File: src/hdl/assert_macros.svh
// Assertion macros shared by the keypad decoder RTL.
// No dependencies; include by bare file name.
`ifndef ASSERT_MACROS_SVH
`define ASSERT_MACROS_SVH

// Property holds on every clock edge outside reset.
`define ASSERT_PROP(lbl, clk, rst, prop, msg) \
  lbl: assert property (@(posedge clk) disable iff (rst) (prop)) else $error(msg);

// Condition never holds outside reset.
`define ASSERT_NEVER(lbl, clk, rst, cond, msg) \
  lbl: assert property (@(posedge clk) disable iff (rst) !(cond)) else $error(msg);

`endif

File: src/hdl/rld_pkg.sv
// Shared types, widths and codes for the resistor-ladder keypad decoder.
// No dependencies.
`default_nettype none

package rld_pkg;

  localparam int LEVEL_W   = 10;
  localparam int TIME_W    = 32;
  localparam int WINDOW_W  = 16;
  localparam int EVENT_W   = 4;
  localparam int BAND_W    = 2 * LEVEL_W;
  localparam int NUM_BANDS = 7;
  localparam int GROUP_W   = 3 * BAND_W;
  localparam int CFG_IDX_W = 3;
  localparam int CFG_DATA_W = GROUP_W;
  localparam int IN_DATA_W  = 48;
  localparam int OUT_DATA_W = 16;

  localparam logic [CFG_IDX_W-1:0] REG_GROUND_THRESHOLD = 3'd0;
  localparam logic [CFG_IDX_W-1:0] REG_SEARCH_WINDOW    = 3'd1;
  localparam logic [CFG_IDX_W-1:0] REG_BANDS_SINGLE     = 3'd2;
  localparam logic [CFG_IDX_W-1:0] REG_BANDS_PAIRS      = 3'd3;
  localparam logic [CFG_IDX_W-1:0] REG_BAND_TRIPLE      = 3'd4;

  localparam logic [EVENT_W-1:0] EV_NONE       = 4'd0;
  localparam logic [EVENT_W-1:0] EV_UNEXPECTED = 4'd8;

  typedef logic [LEVEL_W-1:0] level_t;

  typedef struct packed {
    logic [LEVEL_W-1:0]                  ground_threshold;
    logic [WINDOW_W-1:0]                 search_window_ms;
    logic [NUM_BANDS-1:0][BAND_W-1:0]    bands;
  } cfg_t;

endpackage

`default_nettype wire

File: src/hdl/rld_cfg_regs.sv
// Configuration register file of the keypad decoder.
// Depends on rld_pkg; presents all registers as one rld_pkg::cfg_t.
`default_nettype none

module rld_cfg_regs (
  input  wire logic                             clk,
  input  wire logic                             rst,
  input  wire logic                             cfg_wen,
  input  wire logic [rld_pkg::CFG_IDX_W-1:0]    cfg_index,
  input  wire logic [rld_pkg::CFG_DATA_W-1:0]   cfg_wdata,
  output rld_pkg::cfg_t                         cfg
);

  logic [rld_pkg::LEVEL_W-1:0]  ground_threshold;
  logic [rld_pkg::WINDOW_W-1:0] search_window_ms;
  logic [rld_pkg::GROUP_W-1:0]  bands_single;
  logic [rld_pkg::GROUP_W-1:0]  bands_pairs;
  logic [rld_pkg::BAND_W-1:0]   band_triple;

  always_ff @(posedge clk) begin
    if (rst) begin
      ground_threshold <= '0;
      search_window_ms <= '0;
      bands_single     <= '0;
      bands_pairs      <= '0;
      band_triple      <= '0;
    end else if (cfg_wen) begin
      case (cfg_index)
        rld_pkg::REG_GROUND_THRESHOLD: ground_threshold <= cfg_wdata[rld_pkg::LEVEL_W-1:0];
        rld_pkg::REG_SEARCH_WINDOW:    search_window_ms <= cfg_wdata[rld_pkg::WINDOW_W-1:0];
        rld_pkg::REG_BANDS_SINGLE:     bands_single     <= cfg_wdata[rld_pkg::GROUP_W-1:0];
        rld_pkg::REG_BANDS_PAIRS:      bands_pairs      <= cfg_wdata[rld_pkg::GROUP_W-1:0];
        rld_pkg::REG_BAND_TRIPLE:      band_triple      <= cfg_wdata[rld_pkg::BAND_W-1:0];
        default: ;
      endcase
    end
  end

  assign cfg.ground_threshold = ground_threshold;
  assign cfg.search_window_ms = search_window_ms;
  assign cfg.bands = {band_triple, bands_pairs, bands_single};

endmodule

`default_nettype wire

File: src/hdl/rld_classify.sv
// Band classifier: tests a level against seven bands, first match wins.
// Depends on rld_pkg for band layout and event codes.
`default_nettype none

module rld_classify (
  input  wire rld_pkg::cfg_t                  cfg,
  input  wire logic [rld_pkg::LEVEL_W-1:0]    level,
  output logic      [rld_pkg::EVENT_W-1:0]    button_event
);

  logic [rld_pkg::NUM_BANDS-1:0] hit;

  always_comb begin
    logic [rld_pkg::LEVEL_W-1:0] lo;
    logic [rld_pkg::LEVEL_W-1:0] span;
    logic [rld_pkg::LEVEL_W-1:0] diff;
    for (int k = 0; k < rld_pkg::NUM_BANDS; k++) begin
      lo     = cfg.bands[k][rld_pkg::LEVEL_W-1:0];
      span   = cfg.bands[k][rld_pkg::BAND_W-1:rld_pkg::LEVEL_W];
      diff   = level - lo;
      hit[k] = (lo <= level) && (diff <= span);
    end
  end

  // Lowest-numbered band takes priority.
  always_comb begin
    button_event = rld_pkg::EV_UNEXPECTED;
    for (int k = rld_pkg::NUM_BANDS - 1; k >= 0; k--) begin
      if (hit[k]) begin
        button_event = rld_pkg::EVENT_W'(k + 1);
      end
    end
  end

endmodule

`default_nettype wire

File: src/hdl/resistor_ladder_button_decoder_core.sv
// Top level of the resistor-ladder keypad decoder: stream ports, press tracking.
// Depends on rld_pkg, rld_cfg_regs, rld_classify and assert_macros.svh.
//
// Takes one poll (10-bit sample and millisecond time) per transaction and
// returns exactly one event transaction per poll, in order. Throughput is one
// poll per clock cycle while the result side accepts; a poll waits in the input
// register and passes the single press-tracking and band-compare stage into the
// result register. Backpressure on the result side stalls input acceptance.
// Configuration writes take effect on the following cycle and should only be
// made while no poll is in flight.
`default_nettype none
`include "assert_macros.svh"

module resistor_ladder_button_decoder_core (
  input  wire logic                              clk,
  input  wire logic                              rst,
  input  wire logic                              cfg_wen,
  input  wire logic [rld_pkg::CFG_IDX_W-1:0]     cfg_index,
  input  wire logic [rld_pkg::CFG_DATA_W-1:0]    cfg_wdata,
  input  wire logic                              s_axis_tvalid,
  output logic                                   s_axis_tready,
  // [9:0] sample_level, [41:10] now_ms, [47:42] zero
  input  wire logic [rld_pkg::IN_DATA_W-1:0]     s_axis_tdata,
  output logic                                   m_axis_tvalid,
  input  wire logic                              m_axis_tready,
  // [3:0] button_event, [13:4] peak_level, [15:14] zero
  output logic      [rld_pkg::OUT_DATA_W-1:0]    m_axis_tdata
);

  rld_pkg::cfg_t cfg;

  logic                          in_valid;
  logic [rld_pkg::LEVEL_W-1:0]   in_level;
  logic [rld_pkg::TIME_W-1:0]    in_now;
  logic                          advance;

  logic                          out_valid;
  logic [rld_pkg::EVENT_W-1:0]   out_event;
  logic [rld_pkg::LEVEL_W-1:0]   out_peak;

  logic                          pressed_last_poll;
  logic [rld_pkg::TIME_W-1:0]    press_start_ms;
  logic                          classified_done;
  logic [rld_pkg::LEVEL_W-1:0]   peak_sample;

  logic                          pressed_last_poll_next;
  logic [rld_pkg::TIME_W-1:0]    press_start_ms_next;
  logic                          classified_done_next;
  logic [rld_pkg::LEVEL_W-1:0]   peak_sample_next;

  logic                          pressed;
  logic                          press_begin;
  logic                          done_eff;
  logic [rld_pkg::TIME_W-1:0]    window_end;
  logic                          track;
  logic [rld_pkg::LEVEL_W-1:0]   peak_eff;
  logic                          classify_now;
  logic [rld_pkg::EVENT_W-1:0]   class_event;

  rld_cfg_regs u_cfg_regs (
    .clk       (clk),
    .rst       (rst),
    .cfg_wen   (cfg_wen),
    .cfg_index (cfg_index),
    .cfg_wdata (cfg_wdata),
    .cfg       (cfg)
  );

  rld_classify u_classify (
    .cfg          (cfg),
    .level        (peak_eff),
    .button_event (class_event)
  );

  assign advance       = in_valid && (!out_valid || m_axis_tready);
  assign s_axis_tready = !in_valid || advance;

  always_ff @(posedge clk) begin
    if (rst) begin
      in_valid <= 1'b0;
    end else if (s_axis_tready) begin
      in_valid <= s_axis_tvalid;
    end
  end

  always_ff @(posedge clk) begin
    if (s_axis_tvalid && s_axis_tready) begin
      in_level <= s_axis_tdata[rld_pkg::LEVEL_W-1:0];
      in_now   <= s_axis_tdata[rld_pkg::LEVEL_W +: rld_pkg::TIME_W];
    end
  end

  always_comb begin
    pressed      = in_level > cfg.ground_threshold;
    press_begin  = pressed && !pressed_last_poll;
    press_start_ms_next = press_begin ? in_now : press_start_ms;
    done_eff     = press_begin ? 1'b0 : classified_done;
    window_end   = press_start_ms_next + {{(rld_pkg::TIME_W - rld_pkg::WINDOW_W){1'b0}},
                                          cfg.search_window_ms};
    track        = pressed && (in_now < window_end) && (in_level > peak_sample);
    peak_eff     = track ? in_level : peak_sample;
    classify_now = !done_eff && (in_now > window_end);

    pressed_last_poll_next = pressed;
    classified_done_next   = done_eff || classify_now;
    peak_sample_next       = classify_now ? '0 : peak_eff;
  end

  always_ff @(posedge clk) begin
    if (rst) begin
      pressed_last_poll <= 1'b0;
      press_start_ms    <= '0;
      classified_done   <= 1'b1;
      peak_sample       <= '0;
    end else if (advance) begin
      pressed_last_poll <= pressed_last_poll_next;
      press_start_ms    <= press_start_ms_next;
      classified_done   <= classified_done_next;
      peak_sample       <= peak_sample_next;
    end
  end

  always_ff @(posedge clk) begin
    if (rst) begin
      out_valid <= 1'b0;
    end else if (!out_valid || m_axis_tready) begin
      out_valid <= in_valid;
    end
  end

  always_ff @(posedge clk) begin
    if (advance) begin
      out_event <= classify_now ? class_event : rld_pkg::EV_NONE;
      out_peak  <= classify_now ? peak_eff : '0;
    end
  end

  assign m_axis_tvalid = out_valid;
  assign m_axis_tdata  = {{(rld_pkg::OUT_DATA_W - rld_pkg::EVENT_W - rld_pkg::LEVEL_W){1'b0}},
                          out_peak, out_event};

  `ASSERT_PROP(a_none_has_no_peak, clk, rst,
    (out_valid && out_event == rld_pkg::EV_NONE) |-> (out_peak == '0),
    "empty event carries a peak level")
  `ASSERT_PROP(a_classify_clears_peak, clk, rst,
    (advance && classify_now) |=> (peak_sample == '0 && classified_done),
    "peak not cleared after classification")
  `ASSERT_NEVER(a_event_range, clk, rst,
    out_valid && out_event > rld_pkg::EV_UNEXPECTED,
    "event code out of range")
  `ASSERT_PROP(a_done_blocks_event, clk, rst,
    (advance && classified_done && !press_begin) |=> (out_event == rld_pkg::EV_NONE),
    "event raised with nothing pending")

endmodule

`default_nettype wire
File: config.mk
export PLATFORM = sky130hd
export DESIGN_NAME = resistor_ladder_button_decoder_core
export DESIGN_NICKNAME = d
export VERILOG_FILES = /design/src/hdl/rld_pkg.sv /design/src/hdl/rld_cfg_regs.sv /design/src/hdl/rld_classify.sv /design/src/hdl/resistor_ladder_button_decoder_core.sv
export VERILOG_INCLUDE_DIRS = /design/src /design/src/hdl
export SDC_FILE = /design/constraint.sdc
export NUM_CORES = 1
export LEC_CHECK = 0
export BUFFER_PORTS_ARGS = -buffer_cell sky130_fd_sc_hd__buf_2
export CORE_MARGIN = 5
export CORE_UTILIZATION = 60
export CTS_BUF_LIST = sky130_fd_sc_hd__clkbuf_8 sky130_fd_sc_hd__clkbuf_16
export CTS_CLUSTER_DIAMETER = 120
export DETAILED_ROUTE_END_ITERATION = 6
export GPL_TIMING_DRIVEN = 0
export PLACE_DENSITY = 0.8
export SYNTH_ARGS = -nofsm -noshare
export SYNTH_HDL_FRONTEND = slang
export SYNTH_SLANG_ARGS = --single-unit
File: constraint.sdc
create_clock -name clk -period 29.6 [get_ports clk]
set_input_delay 2.96 -clock clk [delete_from_list [all_inputs] [get_ports clk]]
set_output_delay 2.96 -clock clk [all_outputs]
set_load 0.02 [all_outputs]
==> impl_metrics.ini <==
[power_and_ir_drop]
clock_power_share_pct = 33.7
p_seq_share_pct = 33.8
peakVddDrop_mv = 0.0480
switching_share_pct = 33.1
p_total_mw = 1.18
p_switching_mw = 0.390
power_leakage_nw = 7.85
p_int_mw = 0.787
p_comb_share_pct = 32.6
power_density_mw_per_mm2 = 60.4

[routing]
wl_um = 48700
avgViaCountPerCell = 5.81
vias = 15926
firstDrtPassIters = 5
drtAntennaViolNets = 0
avgRoutedWirePerCell_um = 17.8
drt-initial-drc-count = 1134
drcViolationCount = 0

[timing]
fin_crit_sh_pct = 44.0
holdWs_ns = 0.454
worstMarginPinSlew_ns = 1.39
min_period_ns = 13.03
fin_tns_setup_ns = 0
rsz0062_at_grt = false
drv_slew = 0
setup_viol = 0
clock_skew_ns = 0.0196
final.setup.worst_slack_ns = 16.57
hold_viol_final = 0
max_freq_mhz = 76.7
maxSlewHeadroom_pct = 7.05

[worst_setup_path]
cp.required_ns = 29.90
crit_top_cell = ha_1
path_delay_family = compound AO/OA/AOI/OAI gates
arrival_ns = 13.33
cpMaxStageDelayCell = a21oi_1
critPathLaunchType = register
worstPathMaxFanout = 10
path_class = reg -> reg
cp.buffers_inverters = 5
critPathCaptureType = register
crit_path_max_incr_delay_ns = 1.05

[yosys]
synth_top_area_share_pct = 24.7
ys_top_cells_by_area = dfxtp_1 25%, ha_1 15%, nand2_1 9.9%, edfxtp_1 9.8%, a21oi_1 7.4%
synth_top_area_cell = dfxtp_1
avgSynthCellArea_um2 = 7.94
syn-instance-count = 2167
seq_area_frac_synth_pct = 34.5
synth_edf_count = 56
yosysWarnings = 0
ys_ff_latch = 268
syn_area_mm2 = 0.0172
synthArstFlopShare_pct = 0
synth_cell_types = 75
synth_ff_type = dfxtp_1

[die]
core.rowCount = 62
start_util_pct = 60.4
ioPinCount = 134
dieArea_mm2 = 0.0322
core_area_mm2 = 0.0285
die_w_um = 179
die_y_um = 179

[flow_run]
cap_violations = 0

[cts]
postCtsSetupRepairBufs = 0
hold_buffers = 0
ctsResizeCount = 0
cts.clk_slew.worst_paths_ns = 0.07
cts.path.max_buffers = 3
cts_root_buf = clkbuf_16
cts_tree = done
htreeDepth = 1
clock-sinks = 268
insertion_delay_ns = 0.57
cts_made_buffers = 29

[placed_design]
portBuffers = 124
place_hpwl_um = 37500
gp_congestion = 0.945
preCtsSetupSlack_ns = 16.99
dp.cells = 2686
dpl_cell_area_mm2 = 0.0184

[cells_and_area]
fin_util_pct = 68.4
final_layout_size_suffix_gt1_share_pct = 9.26
nets = 2665
fillers = 2347
final_cell_mix = 454 x nand2_1, 252 x a21oi_1, 214 x inv_1
layout_commonest_cell = nand2_1
n_antenna_cell = 0
area_growth_pct = 13.2
layout.cells.non_filler = 2739
final_cell_area_mm2 = 0.0195

[hold_path]
hp-class = reg -> reg

[grt]
grt_pass1_wl_um = 76600
grt_usage_pct = 29.7
grt-ovfl-total = 0
antenna_found_initial = 0
first_global_vias = 15508
grt_max_degree = 37

[outcome]
status = finished clean
==> routing by layer <==
layer / up-vias / global-route usage [%] / routed length, µm / part of all wire, %
li1: 7747 / - / - / -
met1: 7366 / 36.4 / 19500 / 40
met2: 643 / 51.6 / 23000 / 47
met3: 170 / 4.22 / 3690 / 7.6
met4: 0 / 13.6 / 2460 / 5.0
met5: - / 0 / 0 / 0
==> worst min-delay path, delay by kind of cell, from the launching register on <==
kind | cells | cell delay, ns
flip-flops | 1 | 0.31
AND/OR/NAND/NOR | 1 | 0.05
AO/OA/AOI/OAI | 1 | 0.05
==> sequential cells by signal (all words and copies together), names as in the netlist, 4 cells and up <==
register	count
u_cfg_regs.ground_threshold	10
out_peak	10
u_cfg_regs.search_window_ms	16
press_start_ms	32
peak_sample	10
u_cfg_regs.bands_single	60
in_now	32
u_cfg_regs.bands_pairs	60
out_event	4
u_cfg_regs.band_triple	20
in_level	10
==> synthesized netlist by cell type (all sizes together), types with 8 or more instances <==
cell,n
inv,212
buf,15
and4,9
o221ai,12
nand2,454
a21oi,253
xnor2,37
o31ai,8
fa,8
nand2b,19
nor3,39
a21o,39
xor2,32
edfxtp,56
or3,13
ha,208
a2111oi,8
nand3,28
o21ai,81
a21boi,9
nor2b,25
clkbuf,68
nand4,36
a211oi,19
o21a,11
nor2,137
mux2i,31
dfxtp,212
and2,12
==> power by group through the flow <==
stage	clock network [mW]	registers (mW)	logic, mW
after floorplan	0	0.404	0.271
after global placement	0	0.404	0.353
after detailed placement	0	0.405	0.372
after CTS	0.398	0.397	0.376
after global routing	0.414	0.398	0.427
final	0.396	0.397	0.383
==> area by class of cell <==
cell class	count	area, µm²	share of cell area [%]
clock buffer	38	906	4.65
tap	384	480	2.47
buffer	83	333	1.71
timing repair buffer	134	723	3.71
inverter	212	796	4.09
clock inverter	15	155	0.797
sequential	268	5930	30.4
multi-input combinational	1605	10200	52.1
==> final timing paths <==
kind / startpoint / end / slack (ns) / cells after the start
max: in_level[5] / out_event[0] / 16.57 / 45
min: u_cfg_regs.bands_single[5] / u_cfg_regs.bands_single[5] / 0.45 / 2
max reg2reg: in_level[5] / out_event[0] / 16.57 / 45
min reg2reg: u_cfg_regs.bands_single[5] / u_cfg_regs.bands_single[5] / 0.45 / 2
==> logic make-up (layout without fill, tap and decap cells) <==
family	after synthesis	count (layout)	synth area share [%]
AOI/OAI and AO/OA	488	488	17.2
xor gates and xnor gates	69	69	3.51
adders and majority gates	216	216	16.1
buffers and inverters	295	482	6.55
DFF	268	268	34.5
muxes	32	32	1.87
other	1	2	0.0218
and+or+nand+nor	798	798	20.3
Note: power is estimated with default switching activity, not from simulation.
